`config.mk`:
```
export PLATFORM = sky130hd
export DESIGN_NAME = gf2_poly_inverse_euclid
export DESIGN_NICKNAME = d
export VERILOG_FILES = /design/src/gpi_pkg.sv /design/src/gf2_poly_inverse_euclid.sv /design/src/gpi_cell.sv
export SDC_FILE = /design/constraint.sdc
export NUM_CORES = 1
export LEC_CHECK = 0
export BUFFER_PORTS_ARGS = -buffer_cell sky130_fd_sc_hd__buf_4
export CORE_MARGIN = 2
export CORE_UTILIZATION = 62
export DETAILED_ROUTE_END_ITERATION = 10
export MAX_ROUTING_LAYER = met4
export PLACE_DENSITY = 0.84
export SETUP_SLACK_MARGIN = 0.15
export SLEW_MARGIN = 10
export SYNTH_ARGS = -nofsm -noshare
export SYNTH_HDL_FRONTEND = slang
export SYNTH_SLANG_ARGS = --single-unit
```
`constraint.sdc`:
```
create_clock -name clk_i -period 4.88 [get_ports clk_i]
set_input_delay 1.22 -clock clk_i [delete_from_list [all_inputs] [get_ports clk_i]]
set_output_delay 1.22 -clock clk_i [all_outputs]
set_load 0.05 [all_outputs]
```
`src/gpi_pkg.sv`:
```
`timescale 1ns / 1ps
// ----------------------------------------------------------------------------
// gpi_pkg: shared definitions for the GF(2) polynomial inverse block
// Holds the default field degree, the default modulus and the controller states.
// ----------------------------------------------------------------------------
package gpi_pkg;

  localparam int unsigned FieldDegreeDefault = 8;
  localparam int unsigned ModulusResetDefault = 283;

  typedef enum logic [1:0] {
    ST_IDLE,
    ST_RUN
  } state_e;

endpackage

```
`src/gf2_poly_inverse_euclid.sv`:
```
`timescale 1ns / 1ps
// ----------------------------------------------------------------------------
// gf2_poly_inverse_euclid: GF(2) polynomial inverse by extended Euclid
// Returns the gcd and Bezout coefficient of an element against the modulus.
// ----------------------------------------------------------------------------
// One item is worked on at a time. At acceptance the row of bit cells is
// loaded with the modulus and the element (a zero element loads zero remainders,
// so its result is zero). Each following cycle runs one step while r is nonzero:
// when old_r has a lower degree than r the pairs are swapped, otherwise r and s,
// shifted to align with the leading term of old_r, are cancelled into old_r and
// old_s. Every cancelling step lowers the sum of the two remainder degrees, so
// there are at most 2*FIELD_DEGREE of them and at most one more swap than that,
// giving at most 4*FIELD_DEGREE+1 steps. The input stays stalled from the
// loading of an item until its result register is written, so the serial step
// loop sets how long an item holds it. The result waits in its own register, so
// the next item can start while it is held; a new result is only written once
// that register is free or being emptied. The modulus is written only while the
// block is idle.
module gf2_poly_inverse_euclid #(
  parameter int unsigned FIELD_DEGREE = gpi_pkg::FieldDegreeDefault
) (
  input  logic                    clk_i,
  input  logic                    rst_ni,
  input  logic                    cfg_valid_i,
  output logic                    cfg_ready_o,
  input  logic [FIELD_DEGREE:0]   modulus_poly_i,
  input  logic                    in_valid_i,
  output logic                    in_stall_o,
  input  logic [FIELD_DEGREE-1:0] element_i,
  output logic                    out_valid_o,
  input  logic                    out_stall_i,
  output logic [FIELD_DEGREE-1:0] gcd_poly_o,
  output logic [FIELD_DEGREE-1:0] inverse_poly_o
);

  localparam int unsigned W  = FIELD_DEGREE + 1;
  localparam int unsigned DW = $clog2(W + 1);

  gpi_pkg::state_e state_q, state_d;
  logic [FIELD_DEGREE:0] mod_q;

  logic [W-1:0] old_r, r, old_s, s;
  logic [W-1:0] r_sh, s_sh;
  logic [W-1:0] elem_ext;
  logic [DW-1:0] deg_old, deg_r;
  logic [DW-1:0] shift;
  logic load, step, swap, done_now, elem_nz;
  logic out_valid_q;
  logic [FIELD_DEGREE-1:0] gcd_q, inv_q;

  // Degree of a polynomial plus one, zero for the zero polynomial.
  function automatic logic [DW-1:0] deg1(input logic [W-1:0] p);
    logic [DW-1:0] d;
    d = '0;
    for (int i = 0; i < W; i++) begin
      if (p[i]) d = DW'(i + 1);
    end
    return d;
  endfunction

  assign deg_old = deg1(old_r);
  assign deg_r   = deg1(r);
  assign shift   = deg_old - deg_r;
  assign r_sh    = r << shift;
  assign s_sh    = s << shift;

  assign elem_ext = {1'b0, element_i};
  assign elem_nz  = (element_i != '0);

  // When old_r has lower degree than r, the quotient for this round is done
  // and the pairs are swapped; otherwise the aligned r is cancelled.
  assign load = (state_q == gpi_pkg::ST_IDLE) && in_valid_i;
  assign step = (state_q == gpi_pkg::ST_RUN) && (r != '0);
  assign swap = deg_old < deg_r;
  assign done_now = (state_q == gpi_pkg::ST_RUN) && (r == '0) &&
                    (!out_valid_q || !out_stall_i);

  for (genvar g = 0; g < W; g++) begin : g_cell
    gpi_cell u_cell (
      .clk_i      (clk_i),
      .load_i     (load),
      .step_i     (step),
      .swap_i     (swap),
      .ld_old_r_i (mod_q[g] & elem_nz),
      .ld_r_i     (elem_ext[g]),
      .ld_old_s_i (1'b0),
      .ld_s_i     (g == 0),
      .r_in_i     (r_sh[g]),
      .s_in_i     (s_sh[g]),
      .old_r_o    (old_r[g]),
      .r_o        (r[g]),
      .old_s_o    (old_s[g]),
      .s_o        (s[g])
    );
  end

  always_comb begin
    state_d = state_q;
    unique case (state_q)
      gpi_pkg::ST_IDLE: if (in_valid_i) state_d = gpi_pkg::ST_RUN;
      gpi_pkg::ST_RUN:  if (done_now) state_d = gpi_pkg::ST_IDLE;
      default:          state_d = gpi_pkg::ST_IDLE;
    endcase
  end

  always_ff @(posedge clk_i or negedge rst_ni) begin
    if (!rst_ni) begin
      state_q     <= gpi_pkg::ST_IDLE;
      mod_q       <= (FIELD_DEGREE + 1)'(gpi_pkg::ModulusResetDefault);
      out_valid_q <= 1'b0;
    end else begin
      state_q <= state_d;
      if (cfg_valid_i && cfg_ready_o) mod_q <= modulus_poly_i;
      if (done_now) begin
        out_valid_q <= 1'b1;
      end else if (!out_stall_i) begin
        out_valid_q <= 1'b0;
      end
    end
  end

  always_ff @(posedge clk_i) begin
    if (done_now) begin
      gcd_q <= old_r[FIELD_DEGREE-1:0];
      inv_q <= old_s[FIELD_DEGREE-1:0];
    end
  end

  always_comb begin
    in_stall_o  = (state_q != gpi_pkg::ST_IDLE);
    out_valid_o = out_valid_q;
    cfg_ready_o = (state_q == gpi_pkg::ST_IDLE);
  end
  assign gcd_poly_o     = gcd_q;
  assign inverse_poly_o = inv_q;

  a_stall_busy: assert property (@(posedge clk_i) disable iff (!rst_ni)
    (state_q == gpi_pkg::ST_RUN) |-> in_stall_o) else $error("accept while busy");
  a_out_hold: assert property (@(posedge clk_i) disable iff (!rst_ni)
    (out_valid_o && out_stall_i) |=>
      (out_valid_o && $stable(gcd_poly_o) && $stable(inverse_poly_o)))
    else $error("result dropped");
  a_done_valid: assert property (@(posedge clk_i) disable iff (!rst_ni)
    done_now |=> out_valid_o) else $error("finished result not presented");
  a_accept_run: assert property (@(posedge clk_i) disable iff (!rst_ni)
    (in_valid_i && !in_stall_o) |=> (state_q == gpi_pkg::ST_RUN))
    else $error("accepted item not started");

endmodule

```
`src/gpi_cell.sv`:
```
`timescale 1ns / 1ps
// ----------------------------------------------------------------------------
// gpi_cell: one bit slice of the remainder and coefficient registers
// Holds one bit of each of the four polynomials used by the Euclid step.
// ----------------------------------------------------------------------------
module gpi_cell (
  input  logic clk_i,
  input  logic load_i,
  input  logic step_i,
  input  logic swap_i,
  input  logic ld_old_r_i,
  input  logic ld_r_i,
  input  logic ld_old_s_i,
  input  logic ld_s_i,
  input  logic r_in_i,
  input  logic s_in_i,
  output logic old_r_o,
  output logic r_o,
  output logic old_s_o,
  output logic s_o
);

  logic old_r_q, r_q, old_s_q, s_q;
  logic old_r_d, r_d, old_s_d, s_d;

  // r_in_i and s_in_i are r and s already shifted into this bit position.
  // A step either exchanges the pairs or cancels with the aligned r and s.
  always_comb begin
    old_r_d = old_r_q;
    r_d     = r_q;
    old_s_d = old_s_q;
    s_d     = s_q;
    if (load_i) begin
      old_r_d = ld_old_r_i;
      r_d     = ld_r_i;
      old_s_d = ld_old_s_i;
      s_d     = ld_s_i;
    end else if (step_i) begin
      if (swap_i) begin
        old_r_d = r_q;
        r_d     = old_r_q;
        old_s_d = s_q;
        s_d     = old_s_q;
      end else begin
        old_r_d = old_r_q ^ r_in_i;
        old_s_d = old_s_q ^ s_in_i;
      end
    end
  end

  always_ff @(posedge clk_i) begin
    old_r_q <= old_r_d;
    r_q     <= r_d;
    old_s_q <= old_s_d;
    s_q     <= s_d;
  end

  assign old_r_o = old_r_q;
  assign r_o     = r_q;
  assign old_s_o = old_s_q;
  assign s_o     = s_q;

endmodule
```
==> results.yml <==
setup_path:
  worstReg2RegEnd: "g_cell[8].u_cell.old_r_o"
  start_kind: "flip-flop"
  cp.required_ps: 4950
  cp_max_fo: 23
  critPathLaunch: "g_cell[1].u_cell.old_r_o"
  ff2ff_path_depth: 12
  worstSetupPathType: "flip-flop to flip-flop"
  crit_arrival_ps: 3750
  endpoint_kind: "flip-flop"
  crit_end: "g_cell[8].u_cell.old_r_o"
  ff2ff_setup_slack_ps: 1210
  r2r_start: "g_cell[1].u_cell.old_r_o"
yosys:
  synth.most_common_cell: "nand2_1"
  yosysTopAreaCell: "edfxtp_1"
  synth_common_cells: "nand2_1, edfxtp_1, mux2i_1"
  synthMuxAreaShare_pct: 10.9
  synth.distinct_cells: 61
  synth-simple-area-share_pct: 19.3
  synth_top_family_by_area: "simple AND/OR/NAND/NOR gates"
  synth-seq-cells: 61
  synth_fa_ha_area_share_pct: 2.02
  syn_area_per_cell_um2: 10.0
  syn_nets: 373
  ys_warn_count: 0
  synth.cell_area_um2: 3470
  synth_edf_count: 33
  synth_compound_area_share_pct: 14.1
  yosysTopAreaCellShare_pct: 28.6
  seq_area_frac_synth_pct: 46.5
  syn-instance-count: 346
  synth_flop_cell: "edfxtp_1"
  synth_xor_area_share_pct: 3.25
  synth.area.top_cells: "edfxtp_1, dfxtp_1, nand2_1"
  synthArstFlopShare_pct: 18.0
clock_tree:
  hold_buffers: 0
  cts_setup_buffers: 0
  clockBufferDepth: 2
  htree_levels: 3
  insertion_delay_ps: 340
  cts_root_buf: "clkbuf_8"
  cts_sinks: 61
  cts_tree: "built"
  cts_resized: 0
  numCtsBuffers: 9
  clk_pin_slew_worst_paths_ps: 70
routing:
  wl_um: 8150
  vias: 2872
  post-route-drc-count: 0
  viasPerCell: 6.24
  drt_pass1_iterations: 6
  drt-wirelength-per-cell_um: 17.7
  drt.antenna.violating_nets: 0
  first_iter_violations: 265
grt:
  overflow: 0
  antenna_found_initial: 0
  grt_pass1_wl_um: 13300
  grtUsageTotal_pct: 29.1
  grt_max_degree: 30
  grt_pass1_vias: 2703
layout:
  area_growth_pct: 14.1
  n_fill_cell: 392
  final_nets: 410
  seqCellArea_um2: 1610
  finalInstanceArea_um2: 3960
  final_cells: 460
  antenna_cells: 0
  multiInputGateArea_um2: 1720
  layout-drive-gt1-share_pct: 22.9
placement:
  post-dp-hpwl_um: 5840
  placed_cells: 444
  place_area_um2: 3780
  io_buffers: 40
  gp_congestion: 0.929
sta:
  slew_headroom_pct: 36.1
  setup_violations: 0
  fmax_mhz: 272
  worst_pin_slew_ps: 958
  period_share_pct: 75.3
  rsz0062_at_grt: "false"
  finalClockSkew_ps: 9.62
  period_minus_slack_ps: 3670
  hold_violations: 0
  tns_ps: 0
  maxSlewViolCount: 0
  holdWs_ps: 480
run:
  maxCapViolCount: 0
floorplanning:
  core_area_um2: 5440
  die_w_um: 78.8
  dieHeight_um: 78.8
  ioPinCount: 41
  rows: 27
  start_util_pct: 63.7
  dieArea_um2: 6210
worst_hold_path:
  hold_path.class: "flip-flop to flip-flop"
run_status:
  status: "finished, final reports clean"
[cell type report]
type | count | area share [%]
well taps | 72 | 2.28
flip-flops and latches | 61 | 40.8
clock inverters | 5 | 0.664
clock buffers | 11 | 3.57
inverters | 8 | 0.759
repair buffers | 44 | 8.35
multi-input cells | 259 | 43.6
[metal layers]
| metal | share of wire [%] | global-route usage [%] | vias to the layer above |
|---|---|---|---|
| met5 | 0 | - | - |
| met1 | 42 | 40.4 | 1348 |
| met2 | 46 | 44.0 | 158 |
| met3 | 9.5 | 4.55 | 22 |
| li1 | - | - | 1344 |
| met4 | 2.0 | 10.0 | 0 |
[registers in the layout, summed over array words and instances, names as in the netlist]
name,cells
g_cell.u_cell.s_o,8
state_q,1
gcd_poly_o,8
out_valid_o,1
g_cell.u_cell.r_o,9
inverse_poly_o,8
g_cell.u_cell.old_s_o,8
mod_q,9
g_cell.u_cell.old_r_o,9
[how the worst min path moves through the flow]
stage	start	end	slack, ps	cells past startpoint
floorplan	g_cell[0].u_cell.old_s_o	inverse_poly_o[0]	440	0
global placement	g_cell[0].u_cell.old_s_o	inverse_poly_o[0]	450	0
detailed placement	g_cell[0].u_cell.old_s_o	inverse_poly_o[0]	450	0
CTS	g_cell[0].u_cell.old_s_o	inverse_poly_o[0]	470	0
global route	g_cell[0].u_cell.old_s_o	inverse_poly_o[0]	490	0
finish	g_cell[0].u_cell.old_s_o	inverse_poly_o[0]	480	0
[cell usage in the layout, fill, tap and decap left out, types with 3 or more instances in the layout]
| master | n |
|---|---|
| nand2_1 | 62 |
| buf_4 | 44 |
| edfxtp_1 | 33 |
| mux2i_1 | 23 |
| nor2_1 | 20 |
| a21oi_1 | 20 |
| nand3_1 | 18 |
| dfxtp_1 | 17 |
| clkbuf_8 | 10 |
| xnor2_1 | 9 |
| mux2_2 | 9 |
| nor3_1 | 8 |
| o21ai_0 | 8 |
| o211ai_1 | 8 |
| inv_1 | 7 |
| dfrtp_1 | 6 |
| dfstp_2 | 5 |
| nand2b_1 | 4 |
| nor4_1 | 4 |
| a31oi_1 | 4 |
| a221o_1 | 4 |
| ha_1 | 4 |
| o21bai_1 | 3 |
| nor2b_4 | 3 |
| nor3b_1 | 3 |
| and3_1 | 3 |
| clkinv_2 | 3 |
[per-stage QoR]
stage          util, %  setup slack, ps
2_1_floorplan        -             1880
3_3_place_gp      69.5             1310
3_5_place_dp      69.5             1210
4_1_cts           72.6             1190
5_1_grt           72.7              983
6_report          72.7             1210
[cells by family (layout without fill, tap and decap cells)]
kind of cell | after synthesis | after routing
compound gates | 69 | 69
xor+xnor | 12 | 12
fa+ha+maj | 5 | 5
buf+inv | 26 | 68
flops | 61 | 61
mux | 34 | 34
simple gates | 139 | 139
[critical path: stages (launching register included)]
cell and delay, ps:
edfxtp_1 450, inv_1 110, a21oi_1 60, o21bai_1 140, a21oi_1 80, nor2_1 90
nor2_1 50, ha_1 260, fa_1 1110, mux4_2 590, mux2i_1 190, xnor2_1 170
o211ai_2 90
Power is left out: the tool's default activity adds up to more than one toggle a clock period on the data nets, which glitch-free logic cannot reach.
